==> config.mk <==
export PLATFORM = sky130hd
export DESIGN_NAME = ckpb_sqrt
export DESIGN_NICKNAME = d
export VERILOG_FILES = /design/src/ckpb_pkg.sv /design/src/ckpb_sqrt.sv
export SDC_FILE = /design/constraint.sdc
export NUM_CORES = 2
export LEC_CHECK = 0
export CAP_MARGIN = 0
export CORE_MARGIN = 3
export CORE_UTILIZATION = 30
export CTS_CLUSTER_DIAMETER = 150
export CTS_CLUSTER_SIZE = 40
export DETAILED_ROUTE_END_ITERATION = 16
export DONT_BUFFER_PORTS = 1
export SETUP_SLACK_MARGIN = 0.02
export SLEW_MARGIN = 10
export SYNTH_ARGS = -nofsm -noshare
export SYNTH_HDL_FRONTEND = slang
export SYNTH_SLANG_ARGS = --single-unit
==> constraint.sdc <==
create_clock -name i_clk -period 11.6 [get_ports i_clk]
set_clock_uncertainty 0.1 [all_clocks]
set_input_delay 1.16 -clock i_clk [delete_from_list [all_inputs] [get_ports i_clk]]
set_output_delay 1.16 -clock i_clk [all_outputs]
set_load 0.05 [all_outputs]
==> src/ckpb_pkg.sv <==
// ============================================================================
// ckpb_pkg: shared types and constants for the chroma key pixel blend
// Holds field widths, the configuration register codes, the key color type,
// the pipeline stage map defaults and the threshold tables indexed by tolerance.
// ============================================================================
`default_nettype none

package ckpb_pkg;

    // Field widths.
    localparam int PIX_W   = 8;
    localparam int PCT_W   = 7;
    localparam int DIST_W  = 18;             // sum of three squared 8-bit differences
    localparam int FRAC_W  = 16;             // Q16 fraction bits
    localparam int ROOT_W  = DIST_W / 2 + FRAC_W;
    localparam int FQ_W    = 24;             // far threshold in Q16
    localparam int MNUM_W  = 32;             // 255 * (FQ - D)
    localparam int WNUM_W  = 24;             // weight dividend
    localparam int DEN_W   = 16;             // matte * (100 + defringe)
    localparam int WDEN_W  = DEN_W + 1;      // doubled divisor
    localparam int W_W     = FRAC_W + 1;     // weight, at most 1.0 in Q16
    localparam int MATTE_W = 8;
    localparam int CFG_IDX_W = 8;
    localparam int TOL_N   = 1 << PCT_W;

    // Arithmetic constants.
    localparam int          PCT_BASE  = 100;
    localparam logic [23:0] W_NUM_OFS = 24'd13107200;   // 100 * 2^16 * 2
    localparam logic [W_W-1:0] W_ONE  = W_W'(1 << FRAC_W);
    localparam logic [MATTE_W-1:0] MATTE_FG = 8'd255;
    localparam logic [MATTE_W-1:0] MATTE_BG = 8'd0;

    // Default pipeline shape (bits resolved per stage, and the front stage count).
    localparam int SQRT_STEP_DEF = 2;
    localparam int MDIV_STEP_DEF = 2;
    localparam int WDIV_STEP_DEF = 3;
    localparam int FRONT_STAGES  = 4;

    // Configuration register codes.
    typedef enum logic [CFG_IDX_W-1:0] {
        CFG_KEY_LOW_LUMA     = 8'd0,
        CFG_KEY_LOW_RED      = 8'd1,
        CFG_KEY_LOW_BLUE     = 8'd2,
        CFG_KEY_HIGH_LUMA    = 8'd3,
        CFG_KEY_HIGH_RED     = 8'd4,
        CFG_KEY_HIGH_BLUE    = 8'd5,
        CFG_TOLERANCE        = 8'd6,
        CFG_DEFRINGE         = 8'd7
    } t_cfg_idx;

    // One key color point in Y, Cr, Cb.
    typedef struct packed {
        logic [PIX_W-1:0] luma;
        logic [PIX_W-1:0] red_diff;
        logic [PIX_W-1:0] blue_diff;
    } t_key;

    typedef logic [TOL_N-1:0][25:0]     t_near_tab;
    typedef logic [TOL_N-1:0][34:0]     t_far_tab;
    typedef logic [TOL_N-1:0][FQ_W-1:0] t_fq_tab;

    // (34 * (100 + t))^2, compared against 10^4 * d^2.
    function automatic t_near_tab build_near();
        t_near_tab tab;
        longint    s;
        for (int i = 0; i < TOL_N; i++) begin
            s      = longint'(PCT_BASE + i);
            tab[i] = 26'((34 * s) * (34 * s));
        end
        return tab;
    endfunction

    // (629 * (100 + t))^2, compared against 10^6 * d^2.
    function automatic t_far_tab build_far();
        t_far_tab tab;
        longint   s;
        for (int i = 0; i < TOL_N; i++) begin
            s      = longint'(PCT_BASE + i);
            tab[i] = 35'((629 * s) * (629 * s));
        end
        return tab;
    endfunction

    // Far threshold in Q16, rounded.
    function automatic t_fq_tab build_fq();
        t_fq_tab tab;
        longint  s;
        for (int i = 0; i < TOL_N; i++) begin
            s      = longint'(PCT_BASE + i);
            tab[i] = FQ_W'((629 * s * 65536 + 500) / 1000);
        end
        return tab;
    endfunction

    localparam t_near_tab NEAR_SQ_TABLE = build_near();
    localparam t_far_tab  FAR_SQ_TABLE  = build_far();
    localparam t_fq_tab   FQ_TABLE      = build_fq();

endpackage

`default_nettype wire

==> src/ckpb_sqrt.sv <==
// ============================================================================
// ckpb_sqrt: pipelined square root in Q16
// Digit-by-digit restoring square root of the radicand shifted left by
// twice the fraction width; STEP result bits are resolved per stage.
// ============================================================================
`default_nettype none

module ckpb_sqrt #(
    parameter int RAD_W = ckpb_pkg::DIST_W,
    parameter int FRAC  = ckpb_pkg::FRAC_W,
    parameter int STEP  = ckpb_pkg::SQRT_STEP_DEF,
    parameter int SB_W  = 8
) (
    input  wire logic                                         i_clk,
    input  wire logic [(RAD_W/2+FRAC+STEP-1)/STEP-1:0]        i_en,
    input  wire logic [RAD_W-1:0]                             i_rad,
    input  wire logic [SB_W-1:0]                              i_sb,
    output logic [RAD_W/2+FRAC-1:0]                           o_root,
    output logic [SB_W-1:0]                                   o_sb
);
    import ckpb_pkg::*;

    localparam int RT_W = RAD_W / 2 + FRAC;
    localparam int NST  = (RT_W + STEP - 1) / STEP;
    localparam int R_W  = RT_W + 2;

    logic [R_W-1:0]   r_rem  [NST];
    logic [RT_W-1:0]  r_root [NST];
    logic [RAD_W-1:0] r_rad  [NST];
    logic [SB_W-1:0]  r_sb   [NST];

    for (genvar s = 0; s < NST; s++) begin : g_stage
        logic [R_W-1:0]   w_rem_in, n_rem;
        logic [RT_W-1:0]  w_root_in, n_root;
        logic [RAD_W-1:0] w_rad_in;
        logic [SB_W-1:0]  w_sb_in;
        logic [R_W+1:0]   w_acc;
        logic [1:0]       w_pair;

        if (s == 0) begin : g_first
            assign w_rem_in  = '0;
            assign w_root_in = '0;
            assign w_rad_in  = i_rad;
            assign w_sb_in   = i_sb;
        end else begin : g_next
            assign w_rem_in  = r_rem[s-1];
            assign w_root_in = r_root[s-1];
            assign w_rad_in  = r_rad[s-1];
            assign w_sb_in   = r_sb[s-1];
        end

        // Resolve STEP root bits, two radicand bits each.
        always_comb begin
            n_rem  = w_rem_in;
            n_root = w_root_in;
            w_acc  = '0;
            w_pair = '0;
            for (int j = 0; j < STEP; j++) begin
                if (RT_W - 1 - s * STEP - j >= 0) begin
                    if (RT_W - 1 - s * STEP - j >= FRAC) begin
                        w_pair = 2'(w_rad_in >> (2 * (RT_W - 1 - s * STEP - j - FRAC)));
                    end else begin
                        w_pair = 2'b00;
                    end
                    w_acc = {n_rem, w_pair};
                    if (w_acc >= {2'b00, n_root, 2'b01}) begin
                        n_rem  = R_W'(w_acc - {2'b00, n_root, 2'b01});
                        n_root = {n_root[RT_W-2:0], 1'b1};
                    end else begin
                        n_rem  = R_W'(w_acc);
                        n_root = {n_root[RT_W-2:0], 1'b0};
                    end
                end
            end
        end

        always_ff @(posedge i_clk) begin
            if (i_en[s]) begin
                r_rem[s]  <= n_rem;
                r_root[s] <= n_root;
                r_rad[s]  <= w_rad_in;
                r_sb[s]   <= w_sb_in;
            end
        end
    end

    assign o_root = r_root[NST-1];
    assign o_sb   = r_sb[NST-1];

endmodule

`default_nettype wire

Word-level counts from Yosys, hierarchy flattened
Memory sizes are Yosys's and may differ from the RTL's.
Cells that the tools add are included.
- flip-flop bits (word level): 0
- memory bits (writable): 1014
- input port bits: 40
- word-level logic and storage cells: 130
- memories: 4
- memories (memory ; words ; bits a word ; rd ports ; clocked after memory_dff ; write ports ; RTL line ; source):
    r_rem ; 13 ; 27 ; 12 ; 0 ; 13 ; ckpb_sqrt.sv:27 ; logic [R_W-1:0] r_rem [NST];
    r_root ; 13 ; 25 ; 13 ; 0 ; 13 ; ckpb_sqrt.sv:28 ; logic [RT_W-1:0] r_root [NST];
    r_rad ; 13 ; 18 ; 12 ; 0 ; 13 ; ckpb_sqrt.sv:29 ; logic [RAD_W-1:0] r_rad [NST];
    r_sb ; 13 ; 8 ; 13 ; 0 ; 13 ; ckpb_sqrt.sv:30 ; logic [SB_W-1:0] r_sb [NST];
- $add $sub $neg: 25
- magnitude comparators: 25
- muxes and demuxes: 76
- operator list (operator ; number):
    $mux W27 ; 25
    $ge A29 B27 Y1 ; 23
    $sub A27 B27 Y27 ; 23
    $mux W1 ; 51
    $ge A29 B3 Y1 ; 1
    $sub A27 B3 Y27 ; 1
    $sub A2 B1 Y3 const B ; 1
    $ge A2 B1 Y1 const B ; 1

Depth between registers and ports, before layout
An unclocked memory read counts as a cell.
- word-level depth: 5
- gate-level depth with buffers: 26
- depth with buffers taken out: 23

Least setup slack after synthesis
No wires, ideal clock.
- path type: reg2reg
- from: memory r_rem[1][39] (netlist bit)
- to: memory r_rem[1][61] (netlist bit) (data pin)
- library setup time: 0.260 ns
- arrival: 5.844 ns
- required time: 11.240 ns
- slack: 5.396 ns
- stages on the path, launching flop included: 24
- path buffers: 5
- path through: edfxtp_1 -> or3_4 -> or2_0 -> buf_2 -> or4_1 -> buf_2 -> nor4_4 -> clkbuf_1 -> mux2_2 -> fa_1 -> a21o_1 -> a21oi_1 -> o21bai_1 -> a21oi_1 -> o21bai_1 -> a41o_1 -> a31oi_1 -> o2111ai_2 -> nor4_4 -> and2_1 -> buf_6 -> inv_4 -> buf_6 -> mux2_4
- RTL lines (what ; RTL line):
    start: declaration ; ckpb_sqrt.sv:27

==> metrics.md <==
| Metric | Value |
|---|---|
| Outcome | complete, no violations |
| DR WL/cell | 16.4 µm |
| Via count | 29,300 |
| Post-DR vias/cell | 5.09 |
| Die Y | 377 µm |
| Drt initial violations | 2,101 |
| Post-synth ARST share | 0% |
| Die width | 377 µm |
| Vias in the first global route | 28,100 |
| Crit path max-delay cell type | a2111oi_0 |
| Crit path from | r_root[0][176]$_DFFE_PP_ |
| Layout area overhead | 6.35% |
| Synth cell types | 99 |
| CP arrival | 7460 ps |
| Post-detail-place hpwl | 74.4 mm |
| Root Buffer | clkbuf_16 |
| Worst flop-to-flop path endpoint | r_rem[2][16]$_DFFE_PP_ |
| DRC violations left | 0 |
| Cell area after synthesis | 41,300 µm² |
| Post-synthesis sequential area ratio | 44.9% |
| Comb pwr share | 43.6% |
| RePlAce Congestion | 0.884 |
| Final number of hold-violating endpoints | 0 |
| RSZ-0062 raised after global routing | no |
| GRT met1 Usage | 17.0% |
| Met3 Usage GRT | 1.23% |
| Post-CTS sizing | 0 |
| Clk pwr share | 13.4% |
| Crit-path cells | inv_1, ha_1, a211oi_1, o21a_1, o21ai_1, a211oi_1, o211a_1, inv_1, buf_4, mux2_2, ha_1, a21oi_1, o21bai_1, a2111oi_0, o31ai_1, a21o_1, a31oi_1, o211ai_1, nand4bb_1, nor3_2, buf_4, inv_1, mux2_2 |
| FP Rows | 135 |
| Drt pass-1 iters | 6 |
| Worst-Skew Late Latency | 620 ps |
| Type of origin of the critical path | flip-flop |
| Gr busiest metal | met2 |
| Setup Buffers After CTS | 0 |
| Power per cell area | 175 nW/µm² |
| Post-route minimum period | 7160 ps |
| Slowest Stage Delay on Critical Path | 600 ps |
| Gate Count Post-Synth | 4,018 |
| CTS tree | built |
| Total Nets Final | 4,343 |
| Post-Route Setup TNS | 0 ps |
| R2R Setup Slk | 4440 ps |
| Antenna Violating Nets Remaining | 0 |
| R2R cell count | 23 |
| IO Port Bufs | 0 |
| Inst Count DP | 5,737 |
| Post-synth EDFFs | 617 |
| Global Route met2 Usage | 22.6% |
| Setup CP Type | reg -> reg |
| Num CTS Buffers | 20 |
| Leakage power | 0.0164 µW |
| Worst setup EP type | flip-flop |
| Total grt overflow | 0 |
| Syn Area/Cell | 10.3 µm² |
| Hold WC Path Type | reg -> reg |
| Fin crit share | 61.7% |
| Sw frac | 37.3% |
| Achievable Freq | 140 MHz |
| Cell Int Power | 4830 µW |
| FILL cells | 13,700 |
| Clk sinks | 617 |
| Endpoints failing setup | 0 |
| Sequential power share | 43.0% |
| Worst-margin pin slew | 1040 ps |
| I/O Pins | 73 |
| Seq cells post-synth | 617 |
| Share of cells above drive strength 1 | 5.58% |
| R2r startpoint | r_root[0][176]$_DFFE_PP_ |
| GRT Total Usage | 12.8% |
| Antenna violations before repair | 4 |
| Top_reg_cell synth | edfxtp_1 |
| Initial Utilization | 30.4% |
| Syn. warnings | 0 |
| Rel. slew slack | 30.3% |
| Die area | 142,000 µm² |
| H-tree levels | 1 |
| Hold-fix buffers, CTS | 0 |
| Psw | 2870 µW |
| Final WL | 94.2 mm |
| Diodes inserted | 0 |
| Pin count of the biggest net entering global routing | 59 |
| Clock transition at path regs | 150 ps |
| MaxCap Viol Count | 0 |
| Post-DP Area | 43,300 µm² |
| Fin cells | 5,763 |
| Post-route cell area | 43,900 µm² |
| Core area | 136,000 µm² |
| Worst Path Max Fanout | 30 |
| Clk buf depth | 3 |
| Global-route wire length before repair | 150 mm |
| Final-report max-slew violation count | 0 |
| Worst EP required | 11,900 ps |
| Most frequent CP cell | inv_1 |
| Maximum VDD drop | 128 µV |
| CP Capture Point | r_rem[2][16]$_DFFE_PP_ |
-- worst min-delay path by stage --
stage	slack (ps)	start	end	cells past startpoint
CTS	320	r_sb[1][25]$_DFFE_PP_	r_sb[1][33]$_DFFE_PP_	0
finish	310	r_sb[1][25]$_DFFE_PP_	r_sb[1][33]$_DFFE_PP_	0
floorplan	300	r_rad[0][0]$_DFFE_PP_	r_rad[0][18]$_DFFE_PP_	0
detailed placement	300	r_rad[0][1]$_DFFE_PP_	r_rad[0][19]$_DFFE_PP_	0
global route	320	r_sb[1][25]$_DFFE_PP_	r_sb[1][33]$_DFFE_PP_	0
global placement	300	r_rad[0][1]$_DFFE_PP_	r_rad[0][19]$_DFFE_PP_	0
-- per-layer routing --
metal	share of wire, %	vias to the layer above
met4	2.4	0
met2	49	543
met1	45	13900
li1	-	14800
met3	3.4	97
met5	0	-
-- registers in the layout, indices dropped and copies added, names as in the netlist --
register	cells
r_rem	308
r_rad	32
r_sb	104
r_root	173
-- through the flow --
stage	setup WS (ps)	utilization (%)	hold slack (ps)	total power, µW
final	4440	32.3	315	7700
after global routing	3920	32.3	320	8290
after CTS	4410	32.3	319	7760
after detailed placement	4470	31.9	305	6690
after global placement	4600	31.9	300	6660
after floorplan	5400	-	300	5930
-- power groups by stage --
stage / registers (µW) / clock network, µW / logic, µW
finish: 3310 / 1030 / 3360
global route: 3360 / 1150 / 3780
CTS: 3320 / 1090 / 3350
detailed placement: 3370 / 0 / 3330
global placement: 3370 / 0 / 3290
floorplan: 3210 / 0 / 2720
-- critical path: cells and delay by family, from the launching register on --
family                     cells  cell delay, ps
AOI/OAI and AO/OA             12            3590
adders and majority gates      2             530
buffers and inverters          5            1010
DFF                            1             520
muxes                          2             630
and+or+nand+nor                2             510
-- cell usage in the layout (no fill, tap or decap), types with 11 or more instances in the layout --
cell	n
or3_1	52
or4_1	16
ha_1	311
a31o_2	15
nor3_1	130
o31ai_1	33
clkbuf_16	21
o21a_1	63
nand3_1	84
inv_1	282
nand3b_1	16
and3_1	27
a31oi_1	41
o31a_1	12
xnor2_1	248
a211o_1	11
nor2_1	299
edfxtp_1	617
nand2b_1	58
a21oi_1	281
nor2b_1	35
xor2_1	120
o21ai_0	212
o22ai_1	16
and2_1	31
nand4_1	27
a211oi_1	32
or2_2	41
fa_1	14
mux2i_1	23
nor4_1	51
a21o_1	94
nand4b_1	11
mux2_2	92
nand2_1	281
buf_4	15
a2111oi_0	12
o21bai_1	45
o211ai_1	26
-- cell type report --
| class | count | area (µm²) | share of cell area (%) |
|---|---|---|---|
| clock buffer | 21 | 526 | 1.20 |
| clock inverter | 5 | 71.3 | 0.162 |
| inverter | 290 | 1090 | 2.48 |
| multi-input combinational | 3034 | 21400 | 48.6 |
| sequential | 617 | 18500 | 42.2 |
| tap | 1781 | 2230 | 5.08 |
| timing repair buffer | 15 | 113 | 0.256 |
-- synthesized netlist by cell type (all sizes together), types with 58 or more instances --
library cell  count  share of area [%]
a21o             94                1.7
o21a             63                1.1
xnor2           248                5.3
inv             286                2.6
xor2            120                2.5
a21oi           282                3.4
mux2             99                2.8
nor2            299                2.7
ha              311                9.4
edfxtp          617                 45
o21ai           215                2.6
nor3            135                1.7
nand3            84                1.0
nand2b           58               0.88
nand2           283                2.6
-- cell families after synthesis --
logic type / share of synthesized area (%)
compound gates: 15.5
xor+xnor: 7.81
fa+ha+maj: 10.1
buf+inv: 3.46
flops: 44.9
mux: 3.32
other cells: 0.00908
simple gates: 15.0
(Power assumes the default switching activity.)
