File: src/ckpb_pkg.sv
// ============================================================================
// ckpb_pkg: shared types and constants for the chroma key pixel blend
// Holds field widths, the configuration register codes, the key color type,
// the pipeline stage map defaults and the threshold tables indexed by tolerance.
// ============================================================================
`default_nettype none

package ckpb_pkg;

    // Field widths.
    localparam int PIX_W   = 8;
    localparam int PCT_W   = 7;
    localparam int DIST_W  = 18;             // sum of three squared 8-bit differences
    localparam int FRAC_W  = 16;             // Q16 fraction bits
    localparam int ROOT_W  = DIST_W / 2 + FRAC_W;
    localparam int FQ_W    = 24;             // far threshold in Q16
    localparam int MNUM_W  = 32;             // 255 * (FQ - D)
    localparam int WNUM_W  = 24;             // weight dividend
    localparam int DEN_W   = 16;             // matte * (100 + defringe)
    localparam int WDEN_W  = DEN_W + 1;      // doubled divisor
    localparam int W_W     = FRAC_W + 1;     // weight, at most 1.0 in Q16
    localparam int MATTE_W = 8;
    localparam int CFG_IDX_W = 8;
    localparam int TOL_N   = 1 << PCT_W;

    // Arithmetic constants.
    localparam int          PCT_BASE  = 100;
    localparam logic [23:0] W_NUM_OFS = 24'd13107200;   // 100 * 2^16 * 2
    localparam logic [W_W-1:0] W_ONE  = W_W'(1 << FRAC_W);
    localparam logic [MATTE_W-1:0] MATTE_FG = 8'd255;
    localparam logic [MATTE_W-1:0] MATTE_BG = 8'd0;

    // Default pipeline shape (bits resolved per stage, and the front stage count).
    localparam int SQRT_STEP_DEF = 2;
    localparam int MDIV_STEP_DEF = 2;
    localparam int WDIV_STEP_DEF = 3;
    localparam int FRONT_STAGES  = 4;

    // Configuration register codes.
    typedef enum logic [CFG_IDX_W-1:0] {
        CFG_KEY_LOW_LUMA     = 8'd0,
        CFG_KEY_LOW_RED      = 8'd1,
        CFG_KEY_LOW_BLUE     = 8'd2,
        CFG_KEY_HIGH_LUMA    = 8'd3,
        CFG_KEY_HIGH_RED     = 8'd4,
        CFG_KEY_HIGH_BLUE    = 8'd5,
        CFG_TOLERANCE        = 8'd6,
        CFG_DEFRINGE         = 8'd7
    } t_cfg_idx;

    // One key color point in Y, Cr, Cb.
    typedef struct packed {
        logic [PIX_W-1:0] luma;
        logic [PIX_W-1:0] red_diff;
        logic [PIX_W-1:0] blue_diff;
    } t_key;

    typedef logic [TOL_N-1:0][25:0]     t_near_tab;
    typedef logic [TOL_N-1:0][34:0]     t_far_tab;
    typedef logic [TOL_N-1:0][FQ_W-1:0] t_fq_tab;

    // (34 * (100 + t))^2, compared against 10^4 * d^2.
    function automatic t_near_tab build_near();
        t_near_tab tab;
        longint    s;
        for (int i = 0; i < TOL_N; i++) begin
            s      = longint'(PCT_BASE + i);
            tab[i] = 26'((34 * s) * (34 * s));
        end
        return tab;
    endfunction

    // (629 * (100 + t))^2, compared against 10^6 * d^2.
    function automatic t_far_tab build_far();
        t_far_tab tab;
        longint   s;
        for (int i = 0; i < TOL_N; i++) begin
            s      = longint'(PCT_BASE + i);
            tab[i] = 35'((629 * s) * (629 * s));
        end
        return tab;
    endfunction

    // Far threshold in Q16, rounded.
    function automatic t_fq_tab build_fq();
        t_fq_tab tab;
        longint  s;
        for (int i = 0; i < TOL_N; i++) begin
            s      = longint'(PCT_BASE + i);
            tab[i] = FQ_W'((629 * s * 65536 + 500) / 1000);
        end
        return tab;
    endfunction

    localparam t_near_tab NEAR_SQ_TABLE = build_near();
    localparam t_far_tab  FAR_SQ_TABLE  = build_far();
    localparam t_fq_tab   FQ_TABLE      = build_fq();

endpackage

`default_nettype wire

File: src/ckpb_div.sv
// ============================================================================
// ckpb_div: pipelined restoring divider
// Unsigned quotient of Q_W bits, STEP quotient bits per stage. The dividend
// must be below the divisor shifted left by Q_W.
// ============================================================================
`default_nettype none

module ckpb_div #(
    parameter int NUM_W = 32,
    parameter int DEN_W = 24,
    parameter int Q_W   = 8,
    parameter int STEP  = 2,
    parameter int SB_W  = 8
) (
    input  wire logic                              i_clk,
    input  wire logic [(Q_W+STEP-1)/STEP-1:0]      i_en,
    input  wire logic [NUM_W-1:0]                  i_num,
    input  wire logic [DEN_W-1:0]                  i_den,
    input  wire logic [SB_W-1:0]                   i_sb,
    output logic [Q_W-1:0]                         o_q,
    output logic [SB_W-1:0]                        o_sb
);
    import ckpb_pkg::*;

    localparam int NST = (Q_W + STEP - 1) / STEP;
    localparam int CW  = DEN_W + Q_W;

    logic [NUM_W-1:0] r_rem [NST];
    logic [Q_W-1:0]   r_q   [NST];
    logic [DEN_W-1:0] r_den [NST];
    logic [SB_W-1:0]  r_sb  [NST];

    for (genvar s = 0; s < NST; s++) begin : g_stage
        logic [NUM_W-1:0] w_rem_in, n_rem;
        logic [Q_W-1:0]   w_q_in, n_q;
        logic [DEN_W-1:0] w_den_in;
        logic [SB_W-1:0]  w_sb_in;
        logic [CW-1:0]    w_sub, w_rx;

        if (s == 0) begin : g_first
            assign w_rem_in = i_num;
            assign w_q_in   = '0;
            assign w_den_in = i_den;
            assign w_sb_in  = i_sb;
        end else begin : g_next
            assign w_rem_in = r_rem[s-1];
            assign w_q_in   = r_q[s-1];
            assign w_den_in = r_den[s-1];
            assign w_sb_in  = r_sb[s-1];
        end

        // Compare and subtract for each quotient bit of this stage.
        always_comb begin
            n_rem = w_rem_in;
            n_q   = w_q_in;
            w_sub = '0;
            w_rx  = '0;
            for (int j = 0; j < STEP; j++) begin
                if (Q_W - 1 - s * STEP - j >= 0) begin
                    w_sub = CW'(w_den_in) << (Q_W - 1 - s * STEP - j);
                    w_rx  = CW'(n_rem);
                    if (w_rx >= w_sub) begin
                        n_rem = NUM_W'(w_rx - w_sub);
                        n_q   = n_q | (Q_W'(1) << (Q_W - 1 - s * STEP - j));
                    end
                end
            end
        end

        always_ff @(posedge i_clk) begin
            if (i_en[s]) begin
                r_rem[s] <= n_rem;
                r_q[s]   <= n_q;
                r_den[s] <= w_den_in;
                r_sb[s]  <= w_sb_in;
            end
        end
    end

    assign o_q  = r_q[NST-1];
    assign o_sb = r_sb[NST-1];

endmodule

`default_nettype wire

File: config.mk
export PLATFORM = sky130hd
export DESIGN_NAME = ckpb_div
export DESIGN_NICKNAME = d
export VERILOG_FILES = /design/src/ckpb_pkg.sv /design/src/ckpb_div.sv
export SDC_FILE = /design/constraint.sdc
export NUM_CORES = 1
export LEC_CHECK = 0
export BUFFER_PORTS_ARGS = -buffer_cell sky130_fd_sc_hd__buf_2
export CAP_MARGIN = 20
export CELL_PAD_IN_SITES_DETAIL_PLACEMENT = 1
export CELL_PAD_IN_SITES_GLOBAL_PLACEMENT = 1
export CORE_MARGIN = 4
export CORE_UTILIZATION = 25
export CTS_CLUSTER_SIZE = 16
export DETAILED_ROUTE_END_ITERATION = 8
export GPL_TIMING_DRIVEN = 0
export PLACE_DENSITY = 0.52
export SYNTH_ARGS = -nofsm -noshare
export SYNTH_HDL_FRONTEND = slang
export SYNTH_SLANG_ARGS = --single-unit
File: constraint.sdc
create_clock -name i_clk -period 6.1 [get_ports i_clk]
set_input_delay 0.61 -clock i_clk [delete_from_list [all_inputs] [get_ports i_clk]]
set_output_delay 0.61 -clock i_clk [all_outputs]
set_load 0.005 [all_outputs]
# Word level (Yosys, flattened, before mapping)

Memory sizes are Yosys's and may differ from the RTL's.
Cells that the tools add are included.

$lt $le $gt $ge: 8
$add $sub $neg: 8
Muxes and demuxes: 24

Operators by type and width:

| kind                           | count |
|---|---|
| two-way mux 32 bit             | 8 |
| >= comparator 32 x 24 -> 1 bit | 1 |
| >= comparator 32 x 25 -> 1 bit | 1 |
| >= comparator 32 x 26 -> 1 bit | 1 |
| >= comparator 32 x 27 -> 1 bit | 1 |
| >= comparator 32 x 28 -> 1 bit | 1 |
| >= comparator 32 x 29 -> 1 bit | 1 |
| >= comparator 32 x 30 -> 1 bit | 1 |
| >= comparator 32 x 31 -> 1 bit | 1 |
| subtractor 32 x 24 -> 32 bit   | 1 |
| subtractor 32 x 25 -> 32 bit   | 1 |
| subtractor 32 x 26 -> 32 bit   | 1 |
| subtractor 32 x 27 -> 32 bit   | 1 |
| subtractor 32 x 28 -> 32 bit   | 1 |
| subtractor 32 x 29 -> 32 bit   | 1 |
| subtractor 32 x 30 -> 32 bit   | 1 |
| subtractor 32 x 31 -> 32 bit   | 1 |
| two-way mux 1 bit              | 9 |
| two-way mux 8 bit              | 1 |
| two-way mux 7 bit              | 1 |
| two-way mux 6 bit              | 1 |
| two-way mux 5 bit              | 1 |
| two-way mux 4 bit              | 1 |
| two-way mux 3 bit              | 1 |
| two-way mux 2 bit              | 1 |

Bits of input ports: 69
Memory bits (writable): 288
Register bits after elaboration: 0
Memories kept: 4
Output and inout bits: 16
Logic and storage cells: 44

Memories:

| memory | depth | width | rd ports | clocked after memory_dff | wr ports | line           | RTL |
|---|---|---|---|---|---|---|---|
| r_rem  | 4     | 32    | 3        | 0                        | 4        | ckpb_div.sv:28 | `logic [NUM_W-1:0] r_rem [NST];` |
| r_den  | 4     | 24    | 3        | 0                        | 4        | ckpb_div.sv:30 | `logic [DEN_W-1:0] r_den [NST];` |
| r_q    | 4     | 8     | 4        | 0                        | 4        | ckpb_div.sv:29 | `logic [Q_W-1:0] r_q [NST];` |
| r_sb   | 4     | 8     | 4        | 0                        | 4        | ckpb_div.sv:31 | `logic [SB_W-1:0] r_sb [NST];` |

# Logic depth before layout (Yosys ltp)

An unclocked memory read counts as a cell.

Word-level depth: 5
Gate-level depth with buffers: 26
Gate-level depth less buffers: 24

# Worst setup path after synthesis

OpenSTA, ideal clock, no wires.

Path type: input -> register
Start point: in i_den[11]
End point: mem r_rem[0][21], data pin
Stages: 25
Data required time: 5,840 ps
Data arrival time: 5,824 ps
Setup time: 260 ps
Path buffers: 4
Path slack: 16 ps
Path through: inv_1 ha_1 buf_2 and2_1 o31ai_1 a21oi_1 a2111oi_1 o21ai_1 a211oi_2 buf_2 clkbuf_1 o21ai_0 ha_1 nand4_1 or2_2 or3_1 o221ai_1 a41oi_1 a211o_1 o41ai_1 a31o_2 nor3_4 inv_2 buf_4 mux2_2

RTL lines:

| item               | line           | RTL |
|---|---|---|
| start: declaration | ckpb_div.sv:18 | `input wire logic [DEN_W-1:0] i_den,` |
| end: declaration   | ckpb_div.sv:28 |  |

==> results_dict.tcl <==
set metrics [dict create \
    cts_root_buffer "clkbuf_16" \
    grt_max_degree 71 \
    met2WireLength_mm 28.77 \
    post_drt_via_cell_ratio 4.854 \
    grt_pass1_vias 16374 \
    fp.dieArea_um2 79430 \
    core_area_um2 74320 \
    synth_fp_nets 2249 \
    finalCriticalPeriod_ns 5.975 \
    hold_viol_final 0 \
    ios 85 \
    finalCritPeriodShare_pct 97.95 \
    first_pass_iters 5 \
    wl_met3_um 858 \
    wl_met1_mm 25.37 \
    report.final.slew_viol_count 0 \
    grt_pass1_wl_mm 90.23 \
    vdd_drop_max_uv 174.8 \
    num-nets-final 2392 \
    syn_avg_cell_area_um2 9.463 \
    synthesis.area_um2 18750 \
    top_layer "met4" \
    dp_hpwl_mm 47.59 \
    cts_tree "done" \
    crit_type "primary input to register" \
    synth_seq_cells 220 \
    crit_path_end_kind "register" \
    setup_viol 0 \
    wl_per_cell_um 18.37 \
    grt-ovfl-total 0 \
    antenna_left 0 \
    port_buffers 84 \
    cts.clk_slew.worst_paths_ns 0.06 \
    required_ns 6.38 \
    insertion_delay_ns 0.54 \
    clk_path_buf_depth 3 \
    slew-limit-headroom_pct 41.13 \
    worst_pin_slew_ns 0.8831 \
    hp-class "primary input to register" \
    setup_tns_ns 0 \
    std_cell_rows 100 \
    areaGrowthSynthToFinish_pct 18.13 \
    syn-instance-count 1981 \
    first_iter_violations 552 \
    initial_core_util_pct 25.22 \
    place_inst 3036 \
    globalplace.congestion 0.8610 \
    leakagePower_nw 9.097 \
    yosysWarnings 0 \
    drive_gt1_share_pct 16.76 \
    cts_made_buffers 24 \
    finalNonFillerCells 3112 \
    h-tree-depth 1 \
    die_h_um 281.8 \
    ys_seq_area_share_pct 35.24 \
    synth-edff-count 220 \
    routed_wl_mm 57.15 \
    start_kind "primary input" \
    power_w 0.01250 \
    pwr_density_cell_nw_per_um2 564.3 \
    fmax_mhz 167.4 \
    grt_usage_pct 14.18 \
    skew_ns 0.02082 \
    ys.flop_type "edfxtp_1" \
    drcViolationCount 0 \
    die_w_um 281.8 \
    async_reset_ff_share_pct 0 \
    ys_types 84 \
    maxCapViolations 0 \
    critPathArrivalTime_ns 6.26 \
    status "finished clean" \
    num_vias 15106 \
    critPathMaxFanout 10 \
    antenna_found_initial 0 \
    clock_sinks 220 \
]
-- synthesized netlist by cell type, types with 11 or more instances --
library cell / n / area (um2)
or2_2: 14 / 87.58
ha_1: 192 / 2402
mux2i_1: 13 / 130.1
nor4_1: 15 / 93.84
a31oi_1: 20 / 125.1
or3_1: 13 / 81.33
inv_1: 159 / 596.8
nor3_1: 25 / 125.1
mux2_2: 59 / 664.4
nand2_1: 155 / 581.8
clkbuf_1: 35 / 131.4
edfxtp_1: 220 / 6606
mux2_4: 11 / 165.2
nor2_1: 120 / 450.4
xor2_1: 56 / 490.5
xnor2_1: 92 / 805.8
nand3_1: 38 / 190.2
a211oi_1: 11 / 82.58
and3_1: 16 / 100.1
nor2b_1: 24 / 150.1
o21ai_0: 128 / 640.6
o21a_1: 24 / 180.2
nand2b_1: 21 / 131.4
o211ai_1: 17 / 127.6
a21oi_1: 169 / 845.8
a21o_1: 91 / 683.2
nand4_1: 40 / 250.2
o31ai_1: 15 / 112.6
mux2_1: 16 / 180.2
o21bai_1: 22 / 165.2
-- worst paths after layout --
check	cells past startpoint	startpoint	endpoint	slack (ns)
worst min-delay path	1	i_sb[6]	r_sb[0][6]$_DFFE_PP_	0.25
worst max register to register	26	r_den[0][1]$_DFFE_PP_	r_rem[1][22]$_DFFE_PP_	0.22
worst max-delay path	26	i_den[10]	r_rem[0][29]$_DFFE_PP_	0.13
worst min register to register	0	r_sb[2][4]$_DFFE_PP_	r_sb[3][4]$_DFFE_PP_	0.42
-- layout make-up --
| class | instances | area (um2) |
|---|---|---|
| Fill cell | 8576 | 52180 |
| Multi-Input combinational cell | 1547 | 11780 |
| Sequential cell | 220 | 6606 |
| Tap cell | 969 | 1212 |
| Timing Repair Buffer | 124 | 785.8 |
| Clock buffer | 28 | 636.9 |
| Inverter | 162 | 620.6 |
| Buffer | 45 | 314.1 |
| Clock inverter | 16 | 190.2 |
| Antenna cell | 1 | 2.502 |
-- power breakdown --
part | leakage (nW) | total (W) | switching [W] | internal, W
combinational | 6.56 | 0.00842 | 0.00462 | 0.00380
sequential | 2.14 | 0.00257 | 0.000255 | 0.00232
clock | 0.399 | 0.00151 | 0.000591 | 0.000918
total | 9.10 | 0.0125 | 0.00546 | 0.00703
-- routing by layer --
metal	GRT usage (%)	vias up
met5	0	-
met4	5.003	0
met3	0.9936	82
met2	26.38	156
met1	17.19	7260
li1	-	7608
-- cell usage in the layout, fill, tap and decap left out, drive strengths merged, types with 27 or more instances in the layout --
cell,n
a21o,91
nand4,41
edfxtp,220
xnor2,92
nor3,27
a21oi,170
ha,192
mux2,86
clkbuf,53
buf,144
nand3,38
nor2,121
o21ai,136
nand2,155
xor2,56
inv,162
-- registers in the layout, summed over array words and instances, names as in the netlist --
| signal | flops |
|---|---|
| r_q | 20 |
| r_den | 72 |
| r_rem | 96 |
| r_sb | 32 |
-- critical path: stages --
cell	delay, ns
buf_2	0.12
inv_1	0.07
ha_1	0.26
buf_2	0.17
and3_1	0.20
o31ai_2	0.28
a21oi_2	0.12
a2111oi_4	0.38
o21ai_2	0.12
a211oi_2	0.30
buf_6	0.19
mux2_4	0.33
ha_4	0.31
nand4_1	0.15
or2_4	0.29
or3_4	0.37
o221ai_4	0.23
a41oi_2	0.16
a211o_2	0.37
o41ai_2	0.11
a31o_2	0.29
nor3_4	0.05
buf_12	0.13
inv_4	0.10
buf_8	0.15
mux2_2	0.35
-- cells by family (layout without fill, tap and decap cells) --
kind of cell,Yosys count,in the layout,synth area share (%)
compound gates,588,588,20.16
xor+xnor,148,148,6.914
fa+ha+maj,199,199,13.56
buf+inv,214,375,4.485
flops,220,220,35.24
mux,99,99,6.080
other cells,0,1,0
simple gates,513,513,13.56
-- stage by stage --
| stage | setup WS (ns) | area [um2] | hold WS (ns) | utilization, % |
|---|---|---|---|---|
| 2_1_floorplan | 0.01610 | 18750 | 0.4003 | - |
| 3_3_place_gp | -2.297 | 20380 | 0.4006 | 27.42 |
| 3_5_place_dp | -2.387 | 20410 | 0.4061 | 27.46 |
| 4_1_cts | -0.01039 | 21740 | 0.2053 | 29.25 |
| 5_1_grt | -0.03228 | 22140 | 0.2077 | 29.79 |
| 6_report | 0.1252 | 22150 | 0.2457 | 29.80 |
-- timing repair --
action	in CTS	in global routing
resized for setup	77	61
buffers inserted	20	19
pin swaps	19	24
setup endpoints to repair	88	79
hold buffers	0	0
No activity file was read; power rests on OpenSTA's default activity.
